--- config.mk ---
export PLATFORM = sky130hd
export DESIGN_NAME = ax25_hdlc_frame_encoder
export DESIGN_NICKNAME = d
export VERILOG_FILES = /design/src/rtl/core/ahfe_pkg.sv /design/src/rtl/core/ax25_hdlc_frame_encoder.sv /design/src/rtl/core/ahfe_cfg.sv /design/src/rtl/core/ahfe_octet.sv /design/src/rtl/core/ahfe_pack.sv
export SDC_FILE = /design/constraint.sdc
export NUM_CORES = 1
export LEC_CHECK = 0
export ABC_AREA = 1
export BUFFER_PORTS_ARGS = -buffer_cell sky130_fd_sc_hd__buf_2
export CORE_MARGIN = 3
export CORE_UTILIZATION = 51
export DETAILED_ROUTE_END_ITERATION = 8
export GPL_ROUTABILITY_DRIVEN = 1
export PLACE_DENSITY = 0.7
export SETUP_SLACK_MARGIN = 0.02
export SLEW_MARGIN = 10
export SYNTH_ARGS = -nofsm -noshare
export SYNTH_HDL_FRONTEND = slang
export SYNTH_SLANG_ARGS = --single-unit
--- constraint.sdc ---
create_clock -name clk -period 14.6 [get_ports clk]
set_input_delay 0 -clock clk [delete_from_list [all_inputs] [get_ports clk]]
set_output_delay 0 -clock clk [all_outputs]
set_load 0.03 [all_outputs]
--- src/rtl/core/ahfe_pkg.sv ---
// Shared types, constants and helpers for the AX.25 HDLC frame encoder.
// No dependencies; every other file in rtl/core imports this package.
`timescale 1ns / 1ps

package ahfe_pkg;

  // Frame constants
  localparam int unsigned MAX_PREAMBLE = 64;
  localparam logic [15:0] CRC_INIT     = 16'hFFFF;
  localparam logic [15:0] CRC_POLY     = 16'h8408;   // reflected X.25 polynomial
  localparam logic [7:0]  FLAG_OCTET   = 8'h7E;
  localparam logic [5:0]  WORD_BITS    = 6'd32;

  // Configuration port
  localparam int unsigned PADDR_W = 6;
  localparam int unsigned PDATA_W = 64;

  localparam logic [2:0] REG_DEST_CALLSIGN = 3'd0;
  localparam logic [2:0] REG_SRC_CALLSIGN  = 3'd1;
  localparam logic [2:0] REG_DEST_SSID     = 3'd2;
  localparam logic [2:0] REG_SRC_SSID      = 3'd3;
  localparam logic [2:0] REG_CONTROL       = 3'd4;
  localparam logic [2:0] REG_PID           = 3'd5;
  localparam logic [2:0] REG_PREAMBLE      = 3'd6;

  localparam logic [47:0] RST_DEST_CALLSIGN = 48'd74015710388256;
  localparam logic [47:0] RST_SRC_CALLSIGN  = 48'd35322350018592;
  localparam logic [7:0]  RST_DEST_SSID     = 8'h61;
  localparam logic [7:0]  RST_SRC_SSID      = 8'h60;
  localparam logic [7:0]  RST_CONTROL       = 8'h03;
  localparam logic [7:0]  RST_PID           = 8'hF0;
  localparam logic [6:0]  RST_PREAMBLE      = 7'd64;

  // Input item modes
  localparam logic [1:0] MODE_START = 2'd0;
  localparam logic [1:0] MODE_DATA  = 2'd1;
  localparam logic [1:0] MODE_END   = 2'd2;

  typedef struct packed {
    logic [47:0] dest_callsign;
    logic [47:0] src_callsign;
    logic [7:0]  dest_ssid;
    logic [7:0]  src_ssid;
    logic [7:0]  control_octet;
    logic [7:0]  pid_octet;
    logic [6:0]  preamble_flags;
  } cfg_t;

  // What one encoder step puts on the line
  typedef enum logic [2:0] {
    KIND_LEAD,   // single raw zero line bit, restarts the coder state
    KIND_FLAG,   // flag octet, NRZI only
    KIND_CRC,    // stuffed octet that also feeds the CRC
    KIND_PLAIN,  // stuffed octet without CRC (FCS bytes)
    KIND_PAD     // close the frame: pad with ones, flush the last word
  } kind_t;

  // Up to ten new line bits, newest in bit 0
  typedef struct packed {
    logic [9:0] bits;
    logic [3:0] count;
  } line_bits_t;

  // Header octet by position: callsigns go out shifted left one bit
  function automatic logic [7:0] hdr_octet(input cfg_t cfg, input logic [3:0] idx);
    logic [7:0] oct;
    unique case (idx)
      4'd0:  oct = {cfg.dest_callsign[46:40], 1'b0};
      4'd1:  oct = {cfg.dest_callsign[38:32], 1'b0};
      4'd2:  oct = {cfg.dest_callsign[30:24], 1'b0};
      4'd3:  oct = {cfg.dest_callsign[22:16], 1'b0};
      4'd4:  oct = {cfg.dest_callsign[14:8], 1'b0};
      4'd5:  oct = {cfg.dest_callsign[6:0], 1'b0};
      4'd6:  oct = cfg.dest_ssid;
      4'd7:  oct = {cfg.src_callsign[46:40], 1'b0};
      4'd8:  oct = {cfg.src_callsign[38:32], 1'b0};
      4'd9:  oct = {cfg.src_callsign[30:24], 1'b0};
      4'd10: oct = {cfg.src_callsign[22:16], 1'b0};
      4'd11: oct = {cfg.src_callsign[14:8], 1'b0};
      4'd12: oct = {cfg.src_callsign[6:0], 1'b0};
      4'd13: oct = cfg.src_ssid;
      4'd14: oct = cfg.control_octet;
      4'd15: oct = cfg.pid_octet;
    endcase
    return oct;
  endfunction

endpackage

--- src/rtl/core/ax25_hdlc_frame_encoder.sv ---
// Top level of the AX.25 HDLC frame encoder: item sequencer plus coder,
// packer and configuration port. Depends on ahfe_pkg, ahfe_cfg, ahfe_octet, ahfe_pack.
`timescale 1ns / 1ps

// Usage
//   Items arrive on item_valid/item_ready with mode and data_byte: start,
//   payload byte, end. Line bits leave as 32-bit words on
//   word_valid/word_ready, earliest bit in bit 31, valid_bits leading bits
//   valid, frame_end on the last word of a frame. Header fields and the
//   flag count sit in registers on the APB-style port (8-byte stride);
//   write them only while no frame is being built.
// Throughput
//   The coder handles one octet per cycle unless the output holds it. Payload
//   bytes stream back to back. A start item codes the lead bit, the N opening
//   flags and the 16 header octets; an end item codes the two FCS octets, the
//   closing flag and the pad and flush step. Ignored items code nothing.
// Data path
//   The item enters the sequencer register and is then coded; its bits
//   land in the word register when 32 are held and one more arrives;
//   the last word of a frame is offered the cycle after the end step.
// Stalls and reset
//   When word_ready is low and a finished word waits, a step that needs to
//   emit holds and item_ready drops. Synchronous reset clears the sequencer,
//   coder state, bit accumulator and word_valid, and restores the register defaults.

module ax25_hdlc_frame_encoder (
  input  logic                          clk,
  input  logic                          rst,
  // item channel
  input  logic                          item_valid,
  output logic                          item_ready,
  input  logic [1:0]                    mode,
  input  logic [7:0]                    data_byte,
  // word channel
  output logic                          word_valid,
  input  logic                          word_ready,
  output logic [31:0]                   line_word,
  output logic [5:0]                    valid_bits,
  output logic [0:0]                    frame_end,
  // configuration port
  input  logic                          psel,
  input  logic                          penable,
  input  logic                          pwrite,
  input  logic [ahfe_pkg::PADDR_W-1:0]  paddr,
  input  logic [ahfe_pkg::PDATA_W-1:0]  pwdata,
  output logic [ahfe_pkg::PDATA_W-1:0]  prdata,
  output logic                          pready
);
  import ahfe_pkg::*;

  // Sequencer phases
  localparam logic [2:0] PH_LEAD   = 3'd0;
  localparam logic [2:0] PH_FLAG   = 3'd1;
  localparam logic [2:0] PH_HDR    = 3'd2;
  localparam logic [2:0] PH_DATA   = 3'd3;
  localparam logic [2:0] PH_FCS_LO = 3'd4;
  localparam logic [2:0] PH_FCS_HI = 3'd5;
  localparam logic [2:0] PH_CLOSE  = 3'd6;
  localparam logic [2:0] PH_PAD    = 3'd7;

  cfg_t        cfg;
  logic        busy;
  logic [2:0]  phase;
  logic [5:0]  step_cnt;
  logic [7:0]  data_q;
  logic        in_frame;
  logic        accept, fire, last_step;
  logic [5:0]  flag_last;
  kind_t       kind;
  logic [7:0]  octet;
  line_bits_t  lb;
  logic [15:0] crc;

  ahfe_cfg u_cfg (
    .clk     (clk),
    .rst     (rst),
    .psel    (psel),
    .penable (penable),
    .pwrite  (pwrite),
    .paddr   (paddr),
    .pwdata  (pwdata),
    .prdata  (prdata),
    .pready  (pready),
    .cfg     (cfg)
  );

  // Opening flag count, clamped to 1..MAX_PREAMBLE, as a last index
  always_comb begin
    if (cfg.preamble_flags == 7'd0) begin
      flag_last = 6'd0;
    end else if (cfg.preamble_flags > 7'(MAX_PREAMBLE)) begin
      flag_last = 6'(MAX_PREAMBLE - 1);
    end else begin
      flag_last = 6'(cfg.preamble_flags - 7'd1);
    end
  end

  // What the current step codes
  always_comb begin
    kind  = KIND_PAD;
    octet = FLAG_OCTET;
    unique case (phase)
      PH_LEAD:   kind = KIND_LEAD;
      PH_FLAG:   kind = KIND_FLAG;
      PH_HDR: begin
        kind  = KIND_CRC;
        octet = hdr_octet(cfg, step_cnt[3:0]);
      end
      PH_DATA: begin
        kind  = KIND_CRC;
        octet = data_q;
      end
      PH_FCS_LO: begin
        kind  = KIND_PLAIN;
        octet = ~crc[7:0];
      end
      PH_FCS_HI: begin
        kind  = KIND_PLAIN;
        octet = ~crc[15:8];
      end
      PH_CLOSE:  kind = KIND_FLAG;
      PH_PAD:    kind = KIND_PAD;
    endcase
  end

  ahfe_octet u_octet (
    .clk     (clk),
    .rst     (rst),
    .advance (fire),
    .kind    (kind),
    .octet   (octet),
    .lb      (lb),
    .crc     (crc)
  );

  ahfe_pack u_pack (
    .clk        (clk),
    .rst        (rst),
    .req        (busy),
    .kind       (kind),
    .lb         (lb),
    .fire       (fire),
    .word_valid (word_valid),
    .word_ready (word_ready),
    .line_word  (line_word),
    .valid_bits (valid_bits),
    .frame_end  (frame_end)
  );

  assign last_step  = (phase == PH_DATA) || (phase == PH_PAD)
                   || (phase == PH_HDR && step_cnt == 6'd15);
  assign item_ready = !busy || (fire && last_step);
  assign accept     = item_valid && item_ready;

  // Item sequencer
  always_ff @(posedge clk) begin
    if (rst) begin
      busy     <= 1'b0;
      phase    <= PH_LEAD;
      step_cnt <= '0;
      in_frame <= 1'b0;
    end else if (accept) begin
      step_cnt <= '0;
      unique case (mode)
        MODE_START: begin
          busy     <= 1'b1;
          phase    <= PH_LEAD;
          in_frame <= 1'b1;
        end
        MODE_DATA: begin
          busy  <= in_frame;
          phase <= PH_DATA;
        end
        MODE_END: begin
          busy     <= in_frame;
          phase    <= PH_FCS_LO;
          in_frame <= 1'b0;
        end
        default: busy <= 1'b0;
      endcase
    end else if (fire) begin
      if (last_step) busy <= 1'b0;
      unique case (phase)
        PH_LEAD: begin
          phase    <= PH_FLAG;
          step_cnt <= '0;
        end
        PH_FLAG: begin
          if (step_cnt == flag_last) begin
            phase    <= PH_HDR;
            step_cnt <= '0;
          end else begin
            step_cnt <= step_cnt + 6'd1;
          end
        end
        PH_HDR:    step_cnt <= step_cnt + 6'd1;
        PH_FCS_LO: phase    <= PH_FCS_HI;
        PH_FCS_HI: phase    <= PH_CLOSE;
        PH_CLOSE:  phase    <= PH_PAD;
        default: ;
      endcase
    end
  end

  always_ff @(posedge clk) begin
    if (accept) data_q <= data_byte;
  end

`ifndef SYNTHESIS
  a_ready_unless_busy: assert property (@(posedge clk) disable iff (rst)
    !item_ready |-> busy)
    else $error("item channel stalled with no item in progress");
`endif

endmodule

--- src/rtl/core/ahfe_cfg.sv ---
// APB-style configuration registers of the frame encoder.
// Depends on ahfe_pkg (cfg_t, register indexes, reset values).
`timescale 1ns / 1ps

module ahfe_cfg (
  input  logic                          clk,
  input  logic                          rst,
  input  logic                          psel,
  input  logic                          penable,
  input  logic                          pwrite,
  input  logic [ahfe_pkg::PADDR_W-1:0]  paddr,
  input  logic [ahfe_pkg::PDATA_W-1:0]  pwdata,
  output logic [ahfe_pkg::PDATA_W-1:0]  prdata,
  output logic                          pready,
  output ahfe_pkg::cfg_t                cfg
);
  import ahfe_pkg::*;

  logic [2:0] reg_idx;
  logic       wr_en;

  assign reg_idx = paddr[PADDR_W-1:3];
  assign wr_en   = psel && penable && pwrite;
  assign pready  = 1'b1;

  // Register writes, taken in the access phase
  always_ff @(posedge clk) begin
    if (rst) begin
      cfg.dest_callsign  <= RST_DEST_CALLSIGN;
      cfg.src_callsign   <= RST_SRC_CALLSIGN;
      cfg.dest_ssid      <= RST_DEST_SSID;
      cfg.src_ssid       <= RST_SRC_SSID;
      cfg.control_octet  <= RST_CONTROL;
      cfg.pid_octet      <= RST_PID;
      cfg.preamble_flags <= RST_PREAMBLE;
    end else if (wr_en) begin
      unique case (reg_idx)
        REG_DEST_CALLSIGN: cfg.dest_callsign  <= pwdata[47:0];
        REG_SRC_CALLSIGN:  cfg.src_callsign   <= pwdata[47:0];
        REG_DEST_SSID:     cfg.dest_ssid      <= pwdata[7:0];
        REG_SRC_SSID:      cfg.src_ssid       <= pwdata[7:0];
        REG_CONTROL:       cfg.control_octet  <= pwdata[7:0];
        REG_PID:           cfg.pid_octet      <= pwdata[7:0];
        REG_PREAMBLE:      cfg.preamble_flags <= pwdata[6:0];
        default: ;
      endcase
    end
  end

  // Read mux
  always_comb begin
    prdata = '0;
    unique case (reg_idx)
      REG_DEST_CALLSIGN: prdata[47:0] = cfg.dest_callsign;
      REG_SRC_CALLSIGN:  prdata[47:0] = cfg.src_callsign;
      REG_DEST_SSID:     prdata[7:0]  = cfg.dest_ssid;
      REG_SRC_SSID:      prdata[7:0]  = cfg.src_ssid;
      REG_CONTROL:       prdata[7:0]  = cfg.control_octet;
      REG_PID:           prdata[7:0]  = cfg.pid_octet;
      REG_PREAMBLE:      prdata[6:0]  = cfg.preamble_flags;
      default:           prdata       = '0;
    endcase
  end

endmodule

--- src/rtl/core/ahfe_octet.sv ---
// One-octet line coder: CRC-16/X.25 update, bit stuffing and NRZI.
// Holds the CRC, ones count and line level. Depends on ahfe_pkg.
`timescale 1ns / 1ps

module ahfe_octet (
  input  logic                    clk,
  input  logic                    rst,
  input  logic                    advance,
  input  ahfe_pkg::kind_t         kind,
  input  logic [7:0]              octet,
  output ahfe_pkg::line_bits_t    lb,
  output logic [15:0]             crc
);
  import ahfe_pkg::*;

  logic [15:0] crc_register, crc_register_next;
  logic [2:0]  ones_run, ones_run_next;
  logic        line_level, line_level_next;

  assign crc = crc_register;

  // Code one octet, LSB first; at most ten line bits come out
  always_comb begin
    logic       b;
    logic       fb;
    logic [9:0] acc;
    logic [3:0] n;
    b                 = 1'b0;
    fb                = 1'b0;
    acc               = '0;
    n                 = '0;
    crc_register_next = crc_register;
    ones_run_next     = ones_run;
    line_level_next   = line_level;
    unique case (kind)
      KIND_LEAD: begin
        acc               = '0;
        n                 = 4'd1;
        line_level_next   = 1'b0;
        ones_run_next     = '0;
        crc_register_next = CRC_INIT;
      end
      KIND_PAD: begin
        ones_run_next     = '0;
        crc_register_next = CRC_INIT;
      end
      KIND_FLAG: begin
        for (int i = 0; i < 8; i++) begin
          if (!FLAG_OCTET[i]) line_level_next = ~line_level_next;
          acc = {acc[8:0], line_level_next};
          n   = n + 4'd1;
        end
      end
      KIND_CRC, KIND_PLAIN: begin
        for (int i = 0; i < 8; i++) begin
          b = octet[i];
          if (kind == KIND_CRC) begin
            fb                = crc_register_next[0] ^ b;
            crc_register_next = crc_register_next >> 1;
            if (fb) crc_register_next = crc_register_next ^ CRC_POLY;
          end
          if (!b) line_level_next = ~line_level_next;
          acc = {acc[8:0], line_level_next};
          n   = n + 4'd1;
          if (b) begin
            if (ones_run_next == 3'd4) begin
              // fifth one in a row: stuffed zero toggles the line
              line_level_next = ~line_level_next;
              acc             = {acc[8:0], line_level_next};
              n               = n + 4'd1;
              ones_run_next   = '0;
            end else begin
              ones_run_next = ones_run_next + 3'd1;
            end
          end else begin
            ones_run_next = '0;
          end
        end
      end
      default: ;
    endcase
    lb.bits  = acc;
    lb.count = n;
  end

  always_ff @(posedge clk) begin
    if (rst) begin
      crc_register <= CRC_INIT;
      ones_run     <= '0;
      line_level   <= 1'b0;
    end else if (advance) begin
      crc_register <= crc_register_next;
      ones_run     <= ones_run_next;
      line_level   <= line_level_next;
    end
  end

`ifndef SYNTHESIS
  a_run_below_five: assert property (@(posedge clk) disable iff (rst)
    ones_run < 3'd5)
    else $error("ones run reached five without a stuffed zero");

  a_crc_cleared_at_close: assert property (@(posedge clk) disable iff (rst)
    advance && kind == KIND_PAD |=> crc_register == CRC_INIT)
    else $error("CRC not reinitialized after frame close");
`endif

endmodule

--- src/rtl/core/ahfe_pack.sv ---
// Line bit accumulator and 32-bit output word register.
// A full word waits until a further bit arrives. Depends on ahfe_pkg.
`timescale 1ns / 1ps

module ahfe_pack (
  input  logic                  clk,
  input  logic                  rst,
  input  logic                  req,
  input  ahfe_pkg::kind_t       kind,
  input  ahfe_pkg::line_bits_t  lb,
  output logic                  fire,
  output logic                  word_valid,
  input  logic                  word_ready,
  output logic [31:0]           line_word,
  output logic [5:0]            valid_bits,
  output logic [0:0]            frame_end
);
  import ahfe_pkg::*;

  logic [31:0] pending_bits, pending_bits_next;
  logic [5:0]  pending_count, pending_count_next;

  logic [31:0] base_bits;
  logic [5:0]  base_count;
  logic [41:0] wide, shifted, rem_mask, rem_bits;
  logic [5:0]  total, rem;
  logic        over, emit, is_pad;
  logic [31:0] full_word, final_word;
  logic [5:0]  pad_count;
  logic [5:0]  lead_shift;

  assign is_pad = (kind == KIND_PAD);

  // Append the new bits; split off the oldest 32 once more than 32 are held
  always_comb begin
    base_bits  = (kind == KIND_LEAD) ? '0 : pending_bits;
    base_count = (kind == KIND_LEAD) ? '0 : pending_count;
    wide       = ({10'b0, base_bits} << lb.count) | {32'b0, lb.bits};
    total      = base_count + {2'b0, lb.count};
    over       = total > WORD_BITS;
    rem        = total - WORD_BITS;
    shifted    = wide >> rem;
    full_word  = shifted[31:0];
    rem_mask   = (42'd1 << rem) - 42'd1;
    rem_bits   = wide & rem_mask;
  end

  // Final word: ones up to the next byte boundary, left aligned
  always_comb begin
    pad_count  = {pending_count[5:3] + {2'b0, |pending_count[2:0]}, 3'b000};
    lead_shift = WORD_BITS - pending_count;
    final_word = (pending_bits << lead_shift)
               | ((32'hFFFF_FFFF >> pending_count) & ~(32'hFFFF_FFFF >> pad_count));
  end

  // A step that produces a word waits while the output register is held
  assign emit = is_pad || over;
  assign fire = req && !(emit && word_valid && !word_ready);

  always_comb begin
    pending_bits_next  = pending_bits;
    pending_count_next = pending_count;
    if (fire) begin
      if (is_pad) begin
        pending_bits_next  = '0;
        pending_count_next = '0;
      end else if (over) begin
        pending_bits_next  = rem_bits[31:0];
        pending_count_next = rem;
      end else begin
        pending_bits_next  = wide[31:0];
        pending_count_next = total;
      end
    end
  end

  always_ff @(posedge clk) begin
    if (rst) begin
      pending_bits  <= '0;
      pending_count <= '0;
    end else begin
      pending_bits  <= pending_bits_next;
      pending_count <= pending_count_next;
    end
  end

  // Output register; transaction completes on word_valid && word_ready
  always_ff @(posedge clk) begin
    if (rst) begin
      word_valid <= 1'b0;
    end else if (fire && emit) begin
      word_valid <= 1'b1;
    end else if (word_ready) begin
      word_valid <= 1'b0;
    end
  end

  always_ff @(posedge clk) begin
    if (fire && emit) begin
      line_word  <= is_pad ? final_word : full_word;
      valid_bits <= is_pad ? pad_count : WORD_BITS;
      frame_end  <= is_pad;
    end
  end

`ifndef SYNTHESIS
  a_pending_fits: assert property (@(posedge clk) disable iff (rst)
    pending_count <= WORD_BITS)
    else $error("pending line bits exceed one word");

  a_whole_octets: assert property (@(posedge clk) disable iff (rst)
    word_valid |-> valid_bits[2:0] == 3'b000 && valid_bits != 6'd0
                   && valid_bits <= WORD_BITS)
    else $error("output word not a whole number of octets");

  a_full_unless_last: assert property (@(posedge clk) disable iff (rst)
    word_valid && !frame_end |-> valid_bits == WORD_BITS)
    else $error("short word before the end of the frame");
`endif

endmodule

==> flow_summary_export.csv, run 1 <==
group,metric,value,unit
outcome,status,"finished clean",
power,clkPwrFrac,25.3,%
cts,clk_transition_reported_paths,70,ps
grt,grt_use_total,37.1,%
setup_path,crit_slowest_cell,"nor2_2",
yosys,ys_ff_latch,249,
setup_path,r2r-end,"u_pack.pending_bits[17]",
placement,hpwl,64.5,mm
timing,fin_worst_skew,33.7,ps
grt,grt_overflow,0,
drt,dr_total_vias,25400,
yosys,synth-simple-area-share,38.7,%
yosys,yosysMostFrequentCell,"nand2_1",
yosys,synth_compound_area_share,18.6,%
grt,grt_start_max_net_pins,127,
drt,dr.pass1.iters,6,
floorplanning,die_w,212,microns
power,power.density,132,nW/um^2
timing,max_freq,75.1,MHz
setup_path,startpoint,"step_cnt[0]",
setup_path,worstPathArrival,13850,ps
setup_path,cp_data_required_time,15130,ps
cts,numCtsBuffers,28,
setup_path,path_class,"flip-flop to flip-flop",
timing,post-route-period-util,91.2,%
setup_path,cp-start-kind,"flip-flop",
cts,post-cts-setup-buffer-count,0,
setup_path,end_kind,"flip-flop",
cells_and_area,nFillCells,4149,
cts,clockBufferDepth,3,
timing,relSlewSlack,21.6,%
placement,io_buffer_count,153,
yosys,synth_commonest_cells,"882 x nand2_1, 432 x nand3_1, 343 x nor2_1",
setup_path,r2r_start,"step_cnt[0]",
yosys,syn_area_per_cell,6.13,sq um
power,p_int,1.65,mW
floorplanning,die_area,45200,sq um
power,p_seq_share,23.0,%
yosys,synthTopCellsByArea,"dfxtp_1 19%, nand2_1 15%, nand3_1 9.9%",
worst_hold_path,hold_path.class,"primary input to flip-flop",
grt,grt_pass1_vias,23000,
setup_path,critical_path.endpoint,"u_pack.pending_bits[17]",
timing,drv_slew,0,
cells_and_area,nets,3776,
power,power_frac_comb,51.7,%
cts,root_buffer,"clkbuf_16",
drt,wire_per_inst,20.6,microns
yosys,synthFlopType,"dfxtp_1",
floorplanning,ios,193,
setup_path,path_delay_family,"simple AND/OR/NAND/NOR gates",
yosys,yosys_warnings,0,
setup_path,reg2reg_depth,70,
drt,ant_nets,0,
cts,clkSinkCount,249,
cells_and_area,drive_gt1_share,10.6,%
yosys,ys_types,71,
cts,htreeDepth,1,
drt,drt_iter0_markers,3526,
power,power.switching,1.53,mW
cells_and_area,diodes,0,
placement,dpl_cell_area,22400,sq um
yosys,async_flop_share,0,%
setup_path,crit_fanout,40,
yosys,ys_seq_area_share,24.9,%
timing,finalSetupViolations,0,
yosys,synthMuxAreaShare,1.10,%
floorplanning,core-area,42000,sq um
setup_path,critPathBufInv,20,
grt,antenna_found_initial,1,
grt,grt_pass1_wl,132,mm
power,switching_share,48.1,%
timing,post-route-min-period,13310,ps
setup_path,cp.depth,70,
setup_path,cpMostUsedCell,"inv_1",
power,leakagePower,10.9,nW
drt,routed_wl,86.4,mm
timing,setup_tns,0,ps
yosys,synth_top_family_by_area,"simple AND/OR/NAND/NOR gates",
cts,insertion_delay,600,ps
setup_path,max_stage_delay,700,ps
drt,drc,0,
yosys,synth_top_area_share,18.9,%
setup_path,rrSetupSlack,1290,ps
cts,cts_tree,"done",
yosys,synth-edff-count,44,
power,vdd_drop_max,0.0000958,V
timing,tightest_slew,1180,ps
drt,viasPerCell,6.06,
floorplanning,start_util,51.7,%
timing,rsz0062_at_grt,"false",
floorplanning,die_h,212,microns
timing,hold_viol,0,
yosys,synth_area_leader_cell,"dfxtp_1",
yosys,synth_xor_area_share,1.61,%
run,drv_cap,0,
cells_and_area,final_area,24100,sq um
yosys,synthAdderAreaFrac,3.08,%
cells_and_area,syn2layout_area_growth,10.8,%
floorplanning,core.rowCount,75,
yosys,syn_area,21700,sq um
placement,gp_congestion,1.01,
yosys,synth_cells,3548,
layout by cell type, fill, tap and decap left out, types with 24 or more instances in the layout:
| master | instances |
|---|---|
| buf_4 | 40 |
| nor2_1 | 337 |
| clkbuf_16 | 29 |
| a21oi_1 | 164 |
| nand2_2 | 34 |
| o211ai_1 | 39 |
| nor3_1 | 52 |
| o21ai_1 | 33 |
| xor2_1 | 24 |
| dfxtp_1 | 203 |
| dlygate4sd3_1 | 61 |
| buf_2 | 153 |
| o22ai_1 | 45 |
| edfxtp_1 | 44 |
| o21ai_0 | 311 |
| mux2i_1 | 24 |
| nand4_1 | 69 |
| inv_1 | 328 |
| nand3_1 | 432 |
| ha_1 | 49 |
| nand2_1 | 881 |
what timing repair did:
action | CTS | global route
resized for setup | 0 | 7
hold buffers | 61 | 0
setup endpoints to repair | 0 | 13
endpoints found under the hold margin | 149 | 0
final cells by class:
type,instances,area [sq um],share of cell area (%)
Sequential cell,249,5430,22.5
Tap cell,539,674,2.80
Timing Repair Buffer,254,1680,6.96
Clock buffer,40,827,3.43
Multi-Input combinational cell,2736,13900,57.6
Clock inverter,12,221,0.919
Inverter,367,1400,5.80
worst min-delay path by stage:
stage	from	to	slack, ps	cells after the start
floorplan	data_byte[0]	data_q[0]	100	0
global placement	data_byte[2]	data_q[2]	180	1
detailed placement	data_byte[6]	data_q[6]	180	1
CTS	rst	u_octet.ones_run[2]	50	3
global route	rst	u_pack.pending_bits[6]	110	3
finish	rst	u_octet.ones_run[2]	70	3
registers in the layout, summed over array words and instances (netlist names):
| name | count |
|---|---|
| u_cfg.cfg | 135 |
| u_pack.line_word | 32 |
| u_pack.pending_bits | 32 |
| u_octet.crc | 16 |
| data_q | 8 |
| step_cnt | 6 |
| u_pack.pending_count | 6 |
| phase | 3 |
| u_octet.ones_run | 3 |
| u_pack.valid_bits | 3 |
| busy | 1 |
| in_frame | 1 |
| u_octet.line_level | 1 |
| u_pack.frame_end | 1 |
| u_pack.word_valid | 1 |
per-stage QoR:
stage | setup WS [ps] | hold slack, ps | util, % | total power, mW | std cells
after floorplan | 3560 | 98.9 | - | 1.95 | 3568
after global placement | 1680 | 178 | 53.3 | 2.29 | 4084
after detailed placement | 1190 | 178 | 53.3 | 2.31 | 4084
after CTS | 1120 | 50.3 | 57.2 | 3.13 | 4197
after global routing | 61.2 | 113 | 57.3 | 3.37 | 4197
final | 1290 | 74.8 | 57.3 | 3.18 | 4197
power groups by stage:
stage / sequential, mW / combinational [mW] / clock [mW]
after floorplan: 0.740 / 1.21 / 0
after global placement: 0.746 / 1.55 / 0
after detailed placement: 0.746 / 1.57 / 0
after CTS: 0.731 / 1.59 / 0.809
after global routing: 0.733 / 1.79 / 0.841
final: 0.732 / 1.64 / 0.805
tightest hold or removal path: stages:
cell and delay, ps:
buf_2 100, buf_4 350, nor2_1 170
kinds of logic after synthesis:
logic type / after synthesis
XOR/XNOR: 40
buffers and inverters: 583
multiplexers: 24
adder cells (fa/ha/maj): 53
AO/OA/AOI/OAI: 704
AND/OR/NAND/NOR: 1893
other: 2
flip-flops: 249
layer usage:
metal	part of all wire [%]	vias up	GRT usage, %	wire length, microns
met2	42	1386	56.0	36500
met5	0	-	0	0
met3	11	178	8.63	9870
met1	43	11800	53.7	37500
met4	2.9	0	9.15	2480
li1	-	12000	-	-
Power figures use the tool's default switching activity.
==> inputs of run 2 (changes only) <==
CORE_MARGIN = 4   (was 3)
==> flow_summary_export.csv, run 2 (synthesized netlist as in run 1, its figures left out) <==
group,metric,value,unit
placement,gp_congestion,1.07,
cts,root_buffer,"clkbuf_16",
timing,relSlewSlack,22.6,%
cts,clk_transition_reported_paths,80,ps
setup_path,path_class,"flip-flop to flip-flop",
timing,finalSetupViolations,0,
floorplanning,die_w,214,microns
timing,tightest_slew,1160,ps
cells_and_area,regMostFlops,"u_cfg.cfg",
placement,io_buffer_count,153,
setup_path,cp-start-kind,"flip-flop",
timing,hold_viol,0,
drt,dr.pass1.iters,7,
drt,routed_wl,86.1,mm
setup_path,worstPathArrival,13750,ps
drt,drt_iter0_markers,3153,
run,drv_cap,0,
setup_path,cpMostUsedCell,"inv_1",
drt,viasPerCell,6.07,
floorplanning,die_h,214,microns
cts,clkSinkCount,249,
timing,fin_worst_skew,23.8,ps
setup_path,max_stage_delay,570,ps
cells_and_area,largest_reg_flops,135,
worst_hold_path,hold_path.class,"primary input to flip-flop",
power,vdd_drop_max,0.0000837,V
grt,grt_start_max_net_pins,94,
floorplanning,ios,193,
cts,numCtsBuffers,29,
cells_and_area,mostFrequentLayoutCell,"nand2_1",
cells_and_area,layout_common_cells,"881 x nand2_1, 432 x nand3_1, 337 x nor2_1, 328 x inv_1, 311 x o21ai_0",
timing,post-route-min-period,13240,ps
floorplanning,die_area,46000,sq um
setup_path,cp_data_required_time,15110,ps
placement,hpwl,64.5,mm
timing,drv_slew,0,
cells_and_area,stdcell_count,4197,
floorplanning,core.rowCount,75,
setup_path,crit_slowest_cell,"a21oi_1",
cells_and_area,drive_gt1_share,10.5,%
drt,ant_nets,0,
grt,grt_use_total,35.5,%
cts,cts_tree,"done",
grt,antenna_found_initial,1,
grt,grt_pass1_vias,23000,
drt,wire_per_inst,20.5,microns
cells_and_area,reg_top3,"u_cfg.cfg (135), u_pack.line_word (32), u_pack.pending_bits (32)",
setup_path,crit_fanout,40,
cells_and_area,syn2layout_area_growth,10.5,%
floorplanning,core-area,42000,sq um
timing,max_freq,75.6,MHz
power,power.density,132,nW/um^2
drt,dr_total_vias,25500,
cts,clockBufferDepth,3,
timing,setup_tns,0,ps
timing,rsz0062_at_grt,"false",
setup_path,end_kind,"flip-flop",
cells_and_area,nets,3775,
placement,dp.cells,4081,
cts,insertion_delay,600,ps
outcome,status,"finished clean",
cts,htreeDepth,1,
power,leakagePower,10.9,nW
cells_and_area,diodes,0,
grt,grt_pass1_wl,132,mm
grt,grt_overflow,0,
floorplanning,start_util,51.7,%
timing,post-route-period-util,90.7,%
drt,drc,0,
## run 2: changes by cell type in the layout (fill, tap and decap cells not counted), moves of 2 or more
| cell | delta |
|---|---|
| clkbuf_8 | -2 |
| clkinv_1 | +2 |
| clkinv_2 | +2 |
| buf_4 | -3 |
## run 2: power breakdown
| part | leakage (nW) | switching (mW) | total (mW) | internal [mW] |
|---|---|---|---|---|
| registers | 2.07 | 0.0142 | 0.732 | 0.718 |
| clock network | 0.508 | 0.329 | 0.798 | 0.470 |
| logic | 8.36 | 1.20 | 1.65 | 0.444 |
| total | 10.9 | 1.55 | 3.18 | 1.63 |
## run 2: layout make-up
cell class	count	area [sq um]
sequential	249	5430
multi-input combinational	2736	13800
clock inverter	16	209
fill	4240	18000
clock buffer	38	821
tap	539	674
timing repair buffer	252	1660
inverter	367	1390
## run 2: per-stage QoR
stage	hold slack, ps	setup WS (ps)	area [sq um]	total power, mW	util (%)
finish	111	1360	24000	3.18	57.2
floorplan	98.9	3560	21800	1.95	-
detailed placement	181	1500	22400	2.31	53.2
global route	132	140	24000	3.37	57.2
CTS	79.4	1470	24000	3.12	57.2
global placement	178	1730	22400	2.29	53.2
## run 2: worst max-delay path: cells and delay by family, from the launching register on
family | cells | cell delay [ps]
DFF | 1 | 370
and+or+nand+nor | 40 | 5430
buffers and inverters | 22 | 3260
AOI/OAI and AO/OA | 4 | 1270
adders and majority gates | 9 | 2740
## run 2: path summary, 6_finish.rpt
path | cells past startpoint | endpoint | slack, ps | from
worst max-delay path | 75 | u_pack.pending_bits[22] | 1360 | step_cnt[1]
worst min-delay path | 3 | u_pack.pending_count[5] | 110 | rst
worst max register to register | 75 | u_pack.pending_bits[22] | 1360 | step_cnt[1]
worst min register to register | 2 | u_pack.pending_bits[26] | 470 | u_pack.pending_bits[26]
## run 2: repair_timing
item / 4_1_cts / 5_1_grt
endpoints found under the setup margin: 0 / 1
setup buffers: 0 / 0
endpoints found under the hold margin: 149 / 0
hold buffers: 62 / 0
gates resized for setup: 0 / 2
## run 2: layer usage
metal | up-vias | share of wire, % | GRT usage, %
li1 | 12000 | - | -
met1 | 11900 | 43 | 50.2
met2 | 1373 | 42 | 53.0
met3 | 190 | 12 | 9.71
met4 | 2 | 3.5 | 10.5
met5 | - | 0.021 | 0
